`config.mk`:
```
export PLATFORM = sky130hd
export DESIGN_NAME = manhattan_order_cell_generator
export DESIGN_NICKNAME = d
export VERILOG_FILES = /design/src/hdl/mocg_pkg.sv /design/src/hdl/mocg_ctrl.sv /design/src/hdl/mocg_datapath.sv /design/src/hdl/manhattan_order_cell_generator.sv
export VERILOG_INCLUDE_DIRS = /design/src /design/src/hdl
export SDC_FILE = /design/constraint.sdc
export NUM_CORES = 1
export LEC_CHECK = 0
export ABC_CLOCK_PERIOD_IN_PS = 33900
export BUFFER_PORTS_ARGS = -buffer_cell sky130_fd_sc_hd__buf_4
export CAP_MARGIN = 40
export CORE_ASPECT_RATIO = 1.1
export CORE_MARGIN = 4
export CORE_UTILIZATION = 25
export DETAILED_ROUTE_END_ITERATION = 7
export HOLD_SLACK_MARGIN = 0.1
export PLACE_DENSITY = 0.44
export SETUP_SLACK_MARGIN = 0.02
export SLEW_MARGIN = 20
export SYNTH_ARGS = -nofsm -noshare
export SYNTH_HDL_FRONTEND = slang
export SYNTH_SLANG_ARGS = --single-unit
```
`constraint.sdc`:
```
create_clock -name clk -period 33.9 [get_ports clk]
set_clock_uncertainty 0.1 [all_clocks]
set_input_delay 6.78 -clock clk [delete_from_list [all_inputs] [get_ports clk]]
set_output_delay 6.78 -clock clk [all_outputs]
set_load 0.05 [all_outputs]
```
`src/hdl/manhattan_order_cell_generator_assert.svh`:
```
// Assertion macros for the Manhattan-order cell generator.
// Every macro samples on the rising edge of clk and is switched off during reset.
`ifndef MANHATTAN_ORDER_CELL_GENERATOR_ASSERT_SVH
`define MANHATTAN_ORDER_CELL_GENERATOR_ASSERT_SVH
`ifndef SYNTHESIS
`define MOCG_ASSERT_ALWAYS(lbl, expr) \
  lbl: assert property (@(posedge clk) disable iff (rst) (expr)) \
    else $error("assertion failed: invariant");
`define MOCG_ASSERT_IMP(lbl, ante, cons) \
  lbl: assert property (@(posedge clk) disable iff (rst) (ante) |-> (cons)) \
    else $error("assertion failed: same-cycle implication");
`define MOCG_ASSERT_NEXT(lbl, ante, cons) \
  lbl: assert property (@(posedge clk) disable iff (rst) (ante) |=> (cons)) \
    else $error("assertion failed: next-cycle implication");
`else
`define MOCG_ASSERT_ALWAYS(lbl, expr)
`define MOCG_ASSERT_IMP(lbl, ante, cons)
`define MOCG_ASSERT_NEXT(lbl, ante, cons)
`endif
`endif

```
`src/hdl/mocg_pkg.sv`:
```
package mocg_pkg;

  // Fixed port widths.
  localparam int ROW_W     = 7;
  localparam int COL_W     = 7;
  localparam int DIST_W    = 8;
  localparam int CFG_W     = 8;
  localparam int CFG_IDX_W = 2;
  localparam int CTR_W     = 7;  // width of the centre registers

  // Register indices.
  localparam logic [CFG_IDX_W-1:0] REG_GRID_ROWS  = 2'd0;
  localparam logic [CFG_IDX_W-1:0] REG_GRID_COLS  = 2'd1;
  localparam logic [CFG_IDX_W-1:0] REG_CENTER_ROW = 2'd2;
  localparam logic [CFG_IDX_W-1:0] REG_CENTER_COL = 2'd3;

  // Controller to datapath.
  typedef struct packed {
    logic capture;  // latch the request word
    logic emit;     // produce the cell and take the first step of the advance
    logic step;     // scan one candidate row
  } cmd_t;

  // Datapath to controller.
  typedef struct packed {
    logic out_blocked;  // output register still holds an untaken word
    logic emit_finish;  // next position already known after the emit
    logic step_finish;  // scan has landed on the next cell
  } sts_t;

endpackage

```
`src/hdl/mocg_ctrl.sv`:
```
module mocg_ctrl (
  input  logic          clk,
  input  logic          rst,
  input  logic          in_valid,
  output logic          in_ready,
  input  mocg_pkg::sts_t sts,
  output mocg_pkg::cmd_t cmd
);

  typedef enum logic [1:0] {
    S_IDLE,
    S_EMIT,
    S_SEARCH
  } state_t;

  state_t state;

  always_ff @(posedge clk) begin
    if (rst) begin
      state <= S_IDLE;
    end else begin
      unique case (state)
        S_IDLE: begin
          if (in_valid) state <= S_EMIT;
        end
        S_EMIT: begin
          if (!sts.out_blocked) state <= sts.emit_finish ? S_IDLE : S_SEARCH;
        end
        S_SEARCH: begin
          if (sts.step_finish) state <= S_IDLE;
        end
        default: state <= S_IDLE;
      endcase
    end
  end

  assign in_ready = (state == S_IDLE);

  always_comb begin
    cmd.capture = (state == S_IDLE) && in_valid;
    cmd.emit    = (state == S_EMIT) && !sts.out_blocked;
    cmd.step    = (state == S_SEARCH);
  end

endmodule

```
`src/hdl/mocg_datapath.sv`:
```
module mocg_datapath #(
  parameter int MAX_DIM = 128
) (
  input  logic                               clk,
  input  logic                               rst,
  input  logic                               cfg_write,
  input  logic [mocg_pkg::CFG_IDX_W-1:0]     cfg_index,
  input  logic [mocg_pkg::CFG_W-1:0]         cfg_data,
  input  logic                               restart,
  input  mocg_pkg::cmd_t                     cmd,
  output mocg_pkg::sts_t                     sts,
  output logic                               out_valid,
  input  logic                               out_ready,
  output logic [mocg_pkg::ROW_W-1:0]         cell_row,
  output logic [mocg_pkg::COL_W-1:0]         cell_col,
  output logic [mocg_pkg::DIST_W-1:0]        cell_distance,
  output logic                               last_cell
);

  // Grid sizes are 8-bit registers, so the usable size also stops at 255.
  localparam int EFF_MAX = (MAX_DIM < 255) ? MAX_DIM : 255;
  localparam int IDX_W   = $clog2(EFF_MAX);
  localparam int SIZE_W  = $clog2(EFF_MAX + 1);
  localparam int D_W     = $clog2(2 * EFF_MAX - 1);
  localparam int CNT_W   = $clog2(EFF_MAX * EFF_MAX + 1);
  localparam int AW      = D_W + 2;
  localparam logic [mocg_pkg::CFG_W-1:0] EFF_MAX_C = mocg_pkg::CFG_W'(EFF_MAX);
  localparam logic [D_W-1:0]             D_MAX     = D_W'(2 * EFF_MAX - 2);

  // Configuration registers
  logic [mocg_pkg::CFG_W-1:0] grid_rows, grid_cols;
  logic [mocg_pkg::CTR_W-1:0] center_row, center_col;

  always_ff @(posedge clk) begin
    if (rst) begin
      grid_rows  <= mocg_pkg::CFG_W'(1);
      grid_cols  <= mocg_pkg::CFG_W'(1);
      center_row <= '0;
      center_col <= '0;
    end else if (cfg_write) begin
      unique case (cfg_index)
        mocg_pkg::REG_GRID_ROWS:  grid_rows  <= cfg_data;
        mocg_pkg::REG_GRID_COLS:  grid_cols  <= cfg_data;
        mocg_pkg::REG_CENTER_ROW: center_row <= cfg_data[mocg_pkg::CTR_W-1:0];
        mocg_pkg::REG_CENTER_COL: center_col <= cfg_data[mocg_pkg::CTR_W-1:0];
        default: ;
      endcase
    end
  end

  // Effective geometry
  logic [mocg_pkg::CFG_W-1:0] rows_sat, cols_sat;
  logic [SIZE_W-1:0]          eff_rows, eff_cols;
  logic [IDX_W-1:0]           eff_cr, eff_cc;

  always_comb begin
    rows_sat = (grid_rows == '0) ? mocg_pkg::CFG_W'(1) :
               ((grid_rows > EFF_MAX_C) ? EFF_MAX_C : grid_rows);
    cols_sat = (grid_cols == '0) ? mocg_pkg::CFG_W'(1) :
               ((grid_cols > EFF_MAX_C) ? EFF_MAX_C : grid_cols);
    eff_rows = SIZE_W'(rows_sat);
    eff_cols = SIZE_W'(cols_sat);
    eff_cr = ({1'b0, center_row} < rows_sat) ? IDX_W'(center_row) :
             IDX_W'(rows_sat - mocg_pkg::CFG_W'(1));
    eff_cc = ({1'b0, center_col} < cols_sat) ? IDX_W'(center_col) :
             IDX_W'(cols_sat - mocg_pkg::CFG_W'(1));
  end

  // Registered cell count; configuration moves in idle only by user rule
  logic [CNT_W-1:0] total;

  always_ff @(posedge clk) begin
    total <= CNT_W'(CNT_W'(eff_rows) * CNT_W'(eff_cols));
  end

  // Walk position
  logic [D_W-1:0]    cur_dist;
  logic [SIZE_W-1:0] row;
  logic              side;
  logic [CNT_W-1:0]  cnt;
  logic              restart_q;

  // Probe of the stored position: both cells of (cur_dist, row)
  logic [AW-1:0]    a_r, a_cr, a_d, a_cc, a_rows, a_cols, dr, k;
  logic             in_rng, ok_l, ok_r, exhausted;
  logic [IDX_W-1:0] col_l, col_r;

  always_comb begin
    a_r    = AW'(row);
    a_cr   = AW'(eff_cr);
    a_d    = AW'(cur_dist);
    a_cc   = AW'(eff_cc);
    a_rows = AW'(eff_rows);
    a_cols = AW'(eff_cols);
    dr     = (a_r >= a_cr) ? (a_r - a_cr) : (a_cr - a_r);
    in_rng = (a_r < a_rows) && (dr <= a_d);
    k      = a_d - dr;
    ok_l   = in_rng && (k <= a_cc);
    ok_r   = in_rng && (k != '0) && ((a_cc + k) < a_cols);
    col_l  = IDX_W'(a_cc - k);
    col_r  = IDX_W'(a_cc + k);
    exhausted = (a_r >= a_rows) || (a_r > (a_cr + a_d));
  end

  // Emit-cycle values
  logic              start;
  logic [SIZE_W-1:0] e_row;
  logic [IDX_W-1:0]  e_col;
  logic [D_W-1:0]    e_dist;
  logic [CNT_W-1:0]  e_cnt_inc;
  logic              e_last, right_next;
  logic [AW-1:0]     d_inc;
  logic [SIZE_W-1:0] wrap_row;

  always_comb begin
    start = restart_q || (cnt >= total) || !(side ? ok_r : ok_l);
    e_row     = start ? SIZE_W'(eff_cr) : row;
    e_col     = start ? eff_cc : (side ? col_r : col_l);
    e_dist    = start ? '0 : cur_dist;
    e_cnt_inc = (start ? '0 : cnt) + CNT_W'(1);
    e_last    = (e_cnt_inc == total);
    right_next = !start && !side && ok_r;
    // first row of the next distance band
    d_inc    = a_d + AW'(1);
    wrap_row = (a_cr > d_inc) ? SIZE_W'(a_cr - d_inc) : '0;
  end

  always_ff @(posedge clk) begin
    if (rst) begin
      cur_dist  <= '0;
      row       <= '0;
      side      <= 1'b0;
      cnt       <= '0;
      restart_q <= 1'b0;
    end else begin
      if (cmd.capture) restart_q <= restart;
      if (cmd.emit) begin
        if (e_last) begin
          cur_dist <= '0;
          row      <= SIZE_W'(eff_cr);
          side     <= 1'b0;
          cnt      <= '0;
        end else begin
          cnt <= e_cnt_inc;
          if (right_next) begin
            side <= 1'b1;
          end else begin
            cur_dist <= e_dist;
            row      <= e_row + SIZE_W'(1);
          end
        end
      end else if (cmd.step) begin
        priority if (exhausted) begin
          if (cur_dist == D_MAX) begin
            // no cell left; cannot happen while the count is consistent
            cur_dist <= '0;
            row      <= SIZE_W'(eff_cr);
            side     <= 1'b0;
            cnt      <= '0;
          end else begin
            cur_dist <= cur_dist + D_W'(1);
            row      <= wrap_row;
          end
        end else if (ok_l) begin
          side <= 1'b0;
        end else if (ok_r) begin
          side <= 1'b1;
        end else begin
          row <= row + SIZE_W'(1);
        end
      end
    end
  end

  // Output register
  always_ff @(posedge clk) begin
    if (rst) begin
      out_valid <= 1'b0;
    end else if (cmd.emit) begin
      out_valid <= 1'b1;
    end else if (out_ready) begin
      out_valid <= 1'b0;
    end
  end

  always_ff @(posedge clk) begin
    if (cmd.emit) begin
      cell_row      <= mocg_pkg::ROW_W'(e_row);
      cell_col      <= mocg_pkg::COL_W'(e_col);
      cell_distance <= mocg_pkg::DIST_W'(e_dist);
      last_cell     <= e_last;
    end
  end

  always_comb begin
    sts.out_blocked = out_valid && !out_ready;
    sts.emit_finish = e_last || right_next;
    sts.step_finish = (exhausted && (cur_dist == D_MAX)) ||
                      (!exhausted && (ok_l || ok_r));
  end

endmodule

```
`src/hdl/manhattan_order_cell_generator.sv`:
```
// Manhattan-order cell generator. Each request word returns one grid cell, walking outward
// from the configured centre in rings of rising Manhattan distance; within a ring rows come
// in ascending order and, within a row, the left cell before the right. The word after the
// last cell (last_cell high) starts again at the centre, and restart high begins a fresh walk
// at the centre before the cell is produced. Grid sizes of 0 read as 1, sizes above MAX_DIM
// saturate, and a centre outside the grid is clamped to the last row or column. Write the
// four registers only while the block is idle; the cell count is re-derived in a register
// behind the size registers. Flow: a request is taken in idle, the cell is loaded into the
// output register in the emit state (held off while the previous word is still untaken), and
// the position of the following cell is then found by a row scanner that tests one candidate
// row per cycle. A second cell in the same row needs no scan, the next row is found by a scan
// of that row, and a step to the next ring first moves the scanner to that ring's first row
// and then past each candidate row that holds no cell of that ring. The scan over empty rows
// sets the worst case. Requests are taken only while the scanner is idle; a finished word
// may wait in the output register meanwhile.
`include "manhattan_order_cell_generator_assert.svh"

module manhattan_order_cell_generator #(
  parameter int MAX_DIM = 128
) (
  input  logic                           clk,
  input  logic                           rst,
  // configuration
  input  logic                           cfg_write,
  input  logic [mocg_pkg::CFG_IDX_W-1:0] cfg_index,
  input  logic [mocg_pkg::CFG_W-1:0]     cfg_data,
  // request word
  input  logic                           in_valid,
  output logic                           in_ready,
  input  logic                           restart,
  // result word
  output logic                           out_valid,
  input  logic                           out_ready,
  output logic [mocg_pkg::ROW_W-1:0]     cell_row,
  output logic [mocg_pkg::COL_W-1:0]     cell_col,
  output logic [mocg_pkg::DIST_W-1:0]    cell_distance,
  output logic                           last_cell
);

  mocg_pkg::cmd_t cmd;
  mocg_pkg::sts_t sts;

  // sequencer: idle / emit / scan
  mocg_ctrl u_ctrl (
    .clk      (clk),
    .rst      (rst),
    .in_valid (in_valid),
    .in_ready (in_ready),
    .sts      (sts),
    .cmd      (cmd)
  );

  // registers, walk position, row probe and output register
  mocg_datapath #(
    .MAX_DIM (MAX_DIM)
  ) u_dp (
    .clk           (clk),
    .rst           (rst),
    .cfg_write     (cfg_write),
    .cfg_index     (cfg_index),
    .cfg_data      (cfg_data),
    .restart       (restart),
    .cmd           (cmd),
    .sts           (sts),
    .out_valid     (out_valid),
    .out_ready     (out_ready),
    .cell_row      (cell_row),
    .cell_col      (cell_col),
    .cell_distance (cell_distance),
    .last_cell     (last_cell)
  );

  // A taken request leaves idle, so no second word slips in before the emit.
  `MOCG_ASSERT_NEXT(a_accept_leaves_idle, in_valid && in_ready, !in_ready)
  // The output register is only loaded when it is free or being emptied.
  `MOCG_ASSERT_IMP(a_no_overwrite, cmd.emit, !out_valid || out_ready)
  // Capture, emit and scan never overlap.
  `MOCG_ASSERT_ALWAYS(a_cmd_exclusive, $onehot0({cmd.capture, cmd.emit, cmd.step}))
  // Every emit shows up as a valid word on the next cycle.
  `MOCG_ASSERT_NEXT(a_emit_shows, cmd.emit, out_valid)

endmodule
```
## Yosys cells after proc, flatten, opt, wreduce, memory -nomap -nowiden

Index checks and enable logic that the tools add are counted.

- Add/subtract/negate cells: 14
- Multiply operators: 1
- Divide/modulo/power cells: 0
- $lt $le $gt $ge: 13
- Eq/ne operators: 15
- Shifts and indexed selects: 0
- Mux-type cells: 48
- Bitwise gates (word level): 0
- Reduce and logical (&&, ||, !) cells: 42

Operators with widths:

| kind | count |
|---|---|
| $mux 8 | 21 |
| $mux 15 | 6 |
| $mux 7 | 4 |
| $add 8x1->8 const B | 3 |
| $gt 8x8->1 const B | 2 |
| $logic_not 8->1 | 2 |
| $lt 7x8->1 | 2 |
| $add 15x1->15 const B | 1 |
| $eq 15x15->1 | 1 |
| $ge 15x15->1 | 1 |
| $mul 8x8->15 | 1 |
| $sub 7x1->7 const B | 2 |
| $logic_and 1x1->1 | 11 |
| $mux 1 | 11 |
| $add 7x10->10 | 1 |
| $gt 8x10->1 | 1 |
| $le 10x7->1 | 1 |
| $le 10x8->1 | 1 |
| $lt 10x8->1 | 1 |
| $mux 10 | 1 |
| $reduce_bool 10->1 | 1 |
| $sub 8x10->10 | 1 |
| $add 7x8->9 | 1 |
| $add 8x1->9 const B | 1 |
| other kinds (26) | 55 |

- Flip-flop bits (word level): 104
- Latch bits: 0
- Memory bits (writable): 0
- ROM bits: 0
- Output and inout bits: 25
- Memories: 0

## Longest topological paths before layout

- Depth in word-level cells: 21
- Mapped depth: 65

## Modules after synthesis

A second synthesis with hierarchy kept.

- Cell total of the unflattened synthesis: 1,431
- Area total of the unflattened synthesis: 11,649.9 um2

Modules (own cells, without submodules):

| module | instances | cells an instance | area an instance (um2) | sequential area each (um2) |
|---|---|---|---|---|
| mocg_datapath | 1 | 1,416 | 11,529.8 | 2,272.2 |
| mocg_ctrl | 1 | 15 | 120.1 | 40.0 |

## Worst setup path before layout

Ideal clock, no wire load.

- Path type: reg-to-reg
- From: register u_dp.grid_rows[7] in the netlist's numbering
- To: register u_dp.cur_dist[1]
- Library setup time: 0.117 ns
- Arrival: 12.647 ns
- Data required time: 33.683 ns
- Path slack: 21.036 ns
- Cell stages (with the launch flop): 63
- Buffers on the path: 13
- Clock period less this slack: 12.864 ns
- Cell sequence: dfxtp_1 -> buf_2 -> nor2b_1 -> clkbuf_1 -> inv_1 -> ha_1 -> a211oi_1 -> o31ai_1 -> o22a_1 -> mux2i_1 -> clkbuf_1 -> inv_1 -> ha_1 -> o2bb2a_1 -> mux2i_1 -> a211oi_1 -> o31ai_1 -> clkbuf_1 -> [27 not listed] -> ha_1 -> clkbuf_1 -> and3_1 -> clkbuf_1 -> and3_1 -> nand4_1 -> xor2_1 -> o22a_1 -> o21ai_0 -> o21bai_1 -> a32o_1 -> a2111oi_2 -> nand4b_2 -> and3_1 -> buf_6 -> buf_6 -> o21a_1 -> a22o_1

- Longest elaborated chain between the ends: 19

Ends and longest elaborated chain:

| item | line | RTL |
|---|---|---|
| from (decl) | mocg_datapath.sv:31 | `logic [mocg_pkg::CFG_W-1:0] grid_rows, grid_cols;` |
| from (signal assigned) | mocg_datapath.sv:36 | `grid_rows <= mocg_pkg::CFG_W'(1);` |
| from (signal assigned) | mocg_datapath.sv:42 | `mocg_pkg::REG_GRID_ROWS: grid_rows <= cfg_data;` |
| $gt 8x8->1 | mocg_datapath.sv:58 | `((grid_rows > EFF_MAX_C) ? EFF_MAX_C : grid_rows);` |
| $mux 8 | mocg_datapath.sv:58 |  |
| $mux 8 (*) | mocg_datapath.sv:57 | `rows_sat = (grid_rows == '0) ? mocg_pkg::CFG_W'(1) :` |
| $sub 7x1->7 or $lt 7x8->1 (tied branches) | mocg_datapath.sv:64, mocg_datapath.sv:63 |  |
| $mux 7 | mocg_datapath.sv:63 | `eff_cr = ({1'b0, center_row} < rows_sat) ? IDX_W'(center_row) :` |
| $sub 7x8->9 (tied with other cells) | mocg_datapath.sv:95 | `dr = (a_r >= a_cr) ? (a_r - a_cr) : (a_cr - a_r);` |
| $mux 10 | mocg_datapath.sv:95 |  |
| $sub 8x10->10 or $le 10x8->1 (tied branches) | mocg_datapath.sv:97, mocg_datapath.sv:96 |  |
| [3 not listed] | -- |  |
| $mux 1 | mocg_datapath.sv:116 | `start = restart_q \|\| (cnt >= total) \|\| !(side ? ok_r : ok_l);` |
| $logic_not 1->1 | mocg_datapath.sv:116 |  |
| $logic_or 1x1->1 | mocg_datapath.sv:116 |  |
| $mux 15 or $logic_not 1->1 (tied branches) | mocg_datapath.sv:120, mocg_datapath.sv:122 |  |
| $add 15x1->15 or $logic_and 1x1->1 (tied branches) | mocg_datapath.sv:120, mocg_datapath.sv:122 |  |
| $eq 15x15->1 or $logic_and 1x1->1 (tied branches) | mocg_datapath.sv:121, mocg_datapath.sv:122 |  |
| $ne 3x2->1 (no line) or $mux 8 (tied branches) | -- |  |
| $reduce_and 3->1 (no line) or $mux 8 (tied branches) | -- |  |
| to (signal assigned) | mocg_datapath.sv:148 | `cur_dist <= e_dist;` |
| to (signal assigned) | mocg_datapath.sv:161 | `cur_dist <= cur_dist + D_W'(1);` |
| to (decl) | mocg_datapath.sv:77 | `logic [D_W-1:0] cur_dist;` |

Every way passes the cells marked *; elsewhere a longest branch is shown, timed or not. The select of a mux whose other input is x is not followed.
A chain may end at the register's enable or synchronous reset.

## Worst setup path after layout

- From: register u_dp.grid_rows[7] in the netlist's numbering
- To: register u_dp.row[2]

- Longest elaborated chain between the ends: 19

Ends and longest elaborated chain:

| item | line | RTL |
|---|---|---|
| $gt 8x8->1 | mocg_datapath.sv:58 |  |
| $mux 8 | mocg_datapath.sv:58 |  |
| $mux 8 (*) | mocg_datapath.sv:57 |  |
| $sub 7x1->7 or $lt 7x8->1 (tied branches) | mocg_datapath.sv:64, mocg_datapath.sv:63 |  |
| $mux 7 | mocg_datapath.sv:63 |  |
| $sub 7x8->9 (tied with other cells) | mocg_datapath.sv:95 |  |
| $mux 10 | mocg_datapath.sv:95 |  |
| $sub 8x10->10 or $le 10x8->1 (tied branches) | mocg_datapath.sv:97, mocg_datapath.sv:96 |  |
| [3 not listed] | -- |  |
| $mux 1 | mocg_datapath.sv:116 |  |
| $logic_not 1->1 | mocg_datapath.sv:116 |  |
| $logic_or 1x1->1 | mocg_datapath.sv:116 |  |
| $mux 15 (tied with other cells) | mocg_datapath.sv:120 | `e_cnt_inc = (start ? '0 : cnt) + CNT_W'(1);` |
| $add 15x1->15 (tied with other cells) | mocg_datapath.sv:120 |  |
| $eq 15x15->1 (tied with other cells) | mocg_datapath.sv:121 | `e_last = (e_cnt_inc == total);` |
| $ne 3x2->1 (no line) or $mux 8 (tied branches) | -- |  |
| $reduce_and 4->1 (no line) or $mux 8 (tied branches) | -- |  |
| to (signal assigned) | mocg_datapath.sv:140 | `row <= SIZE_W'(eff_cr);` |
| to (signal assigned) | mocg_datapath.sv:149 | `row <= e_row + SIZE_W'(1);` |
| to (signal assigned) | mocg_datapath.sv:157 | `row <= SIZE_W'(eff_cr);` |
| to (decl) | mocg_datapath.sv:78 | `logic [SIZE_W-1:0] row;` |

Marks and branches as above.

==> summary.md <==
| Metric | Value |
|---|---|
| Status | `finished, final reports clean` |
| Die Wd | `212 um` |
| Mapped Area | `11500 um2` |
| WL/cell | `17.6 um` |
| Drt first pass iters | `5` |
| Critical path launch point type | `register` |
| Int Power | `496 uW` |
| Synth Area per Inst | `8.10 um2` |
| Total number of yosys warnings | `0` |
| Max-capacitance violation count | `0` |
| Net Switching | `522 uW` |
| EDFF count, synth | `23` |
| H-tree depth | `3` |
| TritonCTS Buffers | `9` |
| Layout cells sized above 1 | `6.85%` |
| HPWL after detailed placement | `28.2 mm` |
| Die ar. | `49400 um2` |
| Minimum clock period | `13.78 ns` |
| Clock share of power | `11.5%` |
| Worst reg2reg path depth | `51` |
| Worst reg2reg startpoint | `u_dp.grid_rows[7]$_SDFFE_PP0P_` |
| Asr flop ratio synth | `0%` |
| HP Class | `register to register` |
| Post-Syn Instances | `1417` |
| Antenna-violating nets left | `0` |
| Global Route Usage Sum | `14.6%` |
| Avg Vias per Cell | `5.03` |
| Synth Register Bits | `104` |
| Critical-path maximum fanout | `16` |
| Initial antenna violation count | `0` |
| Hold Fails Final Rpt | `0` |
| Top cells by area, synth | `ha_1 (16%), dfxtp_1 (14%), fa_1 (7.3%)` |
| Number of port buffers | `40` |
| Setup WS post-layout | `20.12 ns` |
| Ys flop type | `dfxtp_1` |
| Crit Path Class | `register to register` |
| Pin count of the biggest net entering global routing | `59` |
| Relative slew slack | `44.6%` |
| Yosys cell types | `87` |
| Critical Path Max Stage Delay | `0.66 ns` |
| Crit path to | `u_dp.row[2]$_SDFFE_PP0P_` |
| Pre-CTS worst setup slack | `20.28 ns` |
| Post-synth top area share | `15.7%` |
| Sw frac | `51.3%` |
| Syn_nets | `1619` |
| Initial Util | `25.2%` |
| CTS Hold Bufs | `0` |
| Reg-to-Reg End | `u_dp.row[2]$_SDFFE_PP0P_` |
| CP endpoint kind | `register` |
| Clock root cell | `clkbuf_16` |
| Pleak | `5.51 nW` |
| Setup TNS Final | `0 ns` |
| # IOs | `41` |
| Crit share post-route | `40.6%` |
| Clk pin slew, worst setup/hold paths | `0.08 ns` |
| Worst EP required | `34.08 ns` |
| DRC viols | `0` |
| Sequential cell area fraction in the yosys report | `20.1%` |
| Clk buf depth | `2` |
| Detailed-route via count | `10200` |
| GR Overflow Total | `0` |
| Crit path DAT | `13.96 ns` |
| Worst vdd ir | `0.0000553 V` |
| Row Count | `82` |
| Post-CTS Setup Bufs | `0` |
| Comb pwr share | `73.6%` |
| CTS resizes | `0` |
| Synth top cells by count | `inv_1 (146), ha_1 (144), nor2_1 (130), nand2_1 (105), a21oi_1 (85)` |
| Placement Cell Area | `12400 um2` |
| Fmax | `72.6 MHz` |
| Die Y | `233 um` |
| Slowest cell on crit path | `dfxtp_1` |
| Core ar. | `45500 um2` |
| Syn-to-layout area delta | `10.7%` |
| Antenna cells | `0` |
| CP startpoint | `u_dp.grid_rows[7]$_SDFFE_PP0P_` |
| Critical Path Most Common Cell | `ha_1` |
| Hold WS | `0.404 ns` |
| Setup repair after global routing missed its margin | `false` |
| First-pass GRT wire length | `57.5 mm` |
| Starting DRT DRC Count | `488` |
| CTS tree | `built` |
| Reg2reg setup slack | `20.12 ns` |
| Drt total wl | `35.5 mm` |
| Global placer's final weighted congestion | `0.866` |
| Final Cell Area | `12700 um2` |
| Later-pin clock latency in the skew report | `0.38 ns` |
| Power per cell area | `80.1 nW/um2` |
| Vias in the first global route | `10400` |
| Max Slew Vio Count | `0` |
| Sequential power share | `14.9%` |
| Most instantiated library cell after synthesis | `inv_1` |
| Area leader, netlist | `ha_1` |
| Nets | `1628` |
| Worst slew pin tran | `0.830 ns` |
| Final setup fails | `0` |
| Sink Count | `104` |
power groups by stage:
stage	registers [mW]	clock network (mW)	logic [mW]
after floorplan	0.153	0	0.562
after global placement	0.155	0	0.743
after detailed placement	0.154	0	0.744
after CTS	0.151	0.121	0.748
after global routing	0.152	0.126	0.840
final	0.151	0.117	0.750
layer usage:
metal  GRT usage [%]  up-vias  share of wire, %
met5               0        -                 0
met4            3.97        0               2.1
met3            1.96       39               3.3
met2            25.0      200                47
met1            19.5     4917                47
li1                -     5005                 -
state kept, by name, indices dropped and copies added, names as in the netlist, 8 cells and up:
signal	count
u_dp.cell_distance	8
u_dp.cnt	15
u_dp.cur_dist	8
u_dp.grid_cols	8
u_dp.grid_rows	8
u_dp.row	8
u_dp.total	15
cells in the final DEF (no fill, tap or decap), types with 42 or more instances in the layout:
cell and count:
a21oi_1 85, buf_4 50, dfxtp_1 81, fa_1 42, ha_1 144, inv_1 146, mux2i_1 49, nand2_1 105
nor2_1 130, o21ai_0 68, xnor2_1 57
through the flow:
step | utilization, % | total power [mW] | cells
floorplan | - | 0.714 | 1417
global placement | 27.1 | 0.898 | 1999
detailed placement | 27.2 | 0.898 | 2003
CTS | 27.9 | 1.02 | 2019
global route | 27.9 | 1.12 | 2019
finish | 27.9 | 1.02 | 2019
cells by family (layout without fill, tap and decap cells):
logic type / Yosys count / in the layout / synth area share (%)
and+or+nand+nor: 445 / 445 / 18.9
AOI/OAI and AO/OA: 335 / 335 / 19.6
buffers and inverters: 211 / 225 / 7.22
adders and majority gates: 186 / 186 / 23.0
DFF: 104 / 104 / 20.1
xor gates and xnor gates: 79 / 79 / 6.03
muxes: 57 / 57 / 5.09
how the worst min path moves through the flow:
stage / from / end / cells past startpoint
finish: u_ctrl.state[1]$_SDFFE_PP0P_ / u_ctrl.state[0]$_SDFFE_PP0P_ / 1
CTS: u_dp.grid_cols[0]$_SDFFE_PP1P_ / u_dp.grid_cols[0]$_SDFFE_PP1P_ / 2
global route: u_dp.grid_cols[0]$_SDFFE_PP1P_ / u_dp.grid_cols[0]$_SDFFE_PP1P_ / 2
floorplan: u_dp.restart_q$_SDFFE_PP0P_ / u_dp.restart_q$_SDFFE_PP0P_ / 2
detailed placement: u_dp.grid_cols[0]$_SDFFE_PP1P_ / u_dp.grid_cols[0]$_SDFFE_PP1P_ / 2
global placement: u_dp.grid_cols[0]$_SDFFE_PP1P_ / u_dp.grid_cols[0]$_SDFFE_PP1P_ / 2
critical path, delay by kind of cell (launching register included):
kind | cells | cell delay (ns)
fa+ha+maj | 6 | 2.01
flops | 1 | 0.66
mux | 3 | 0.74
compound gates | 20 | 4.76
simple gates | 12 | 3.43
xor+xnor | 4 | 0.73
buf+inv | 6 | 1.22
area by class of cell:
type,count,area [um2]
clock buffers,10,250
clock inverters,6,72.6
fillers,4897,32700
inverters,156,586
multi-input cells,1102,8340
flip-flops and latches,104,2310
well taps,588,736
repair buffers,53,410
No activity file was read; power rests on OpenSTA's default activity.
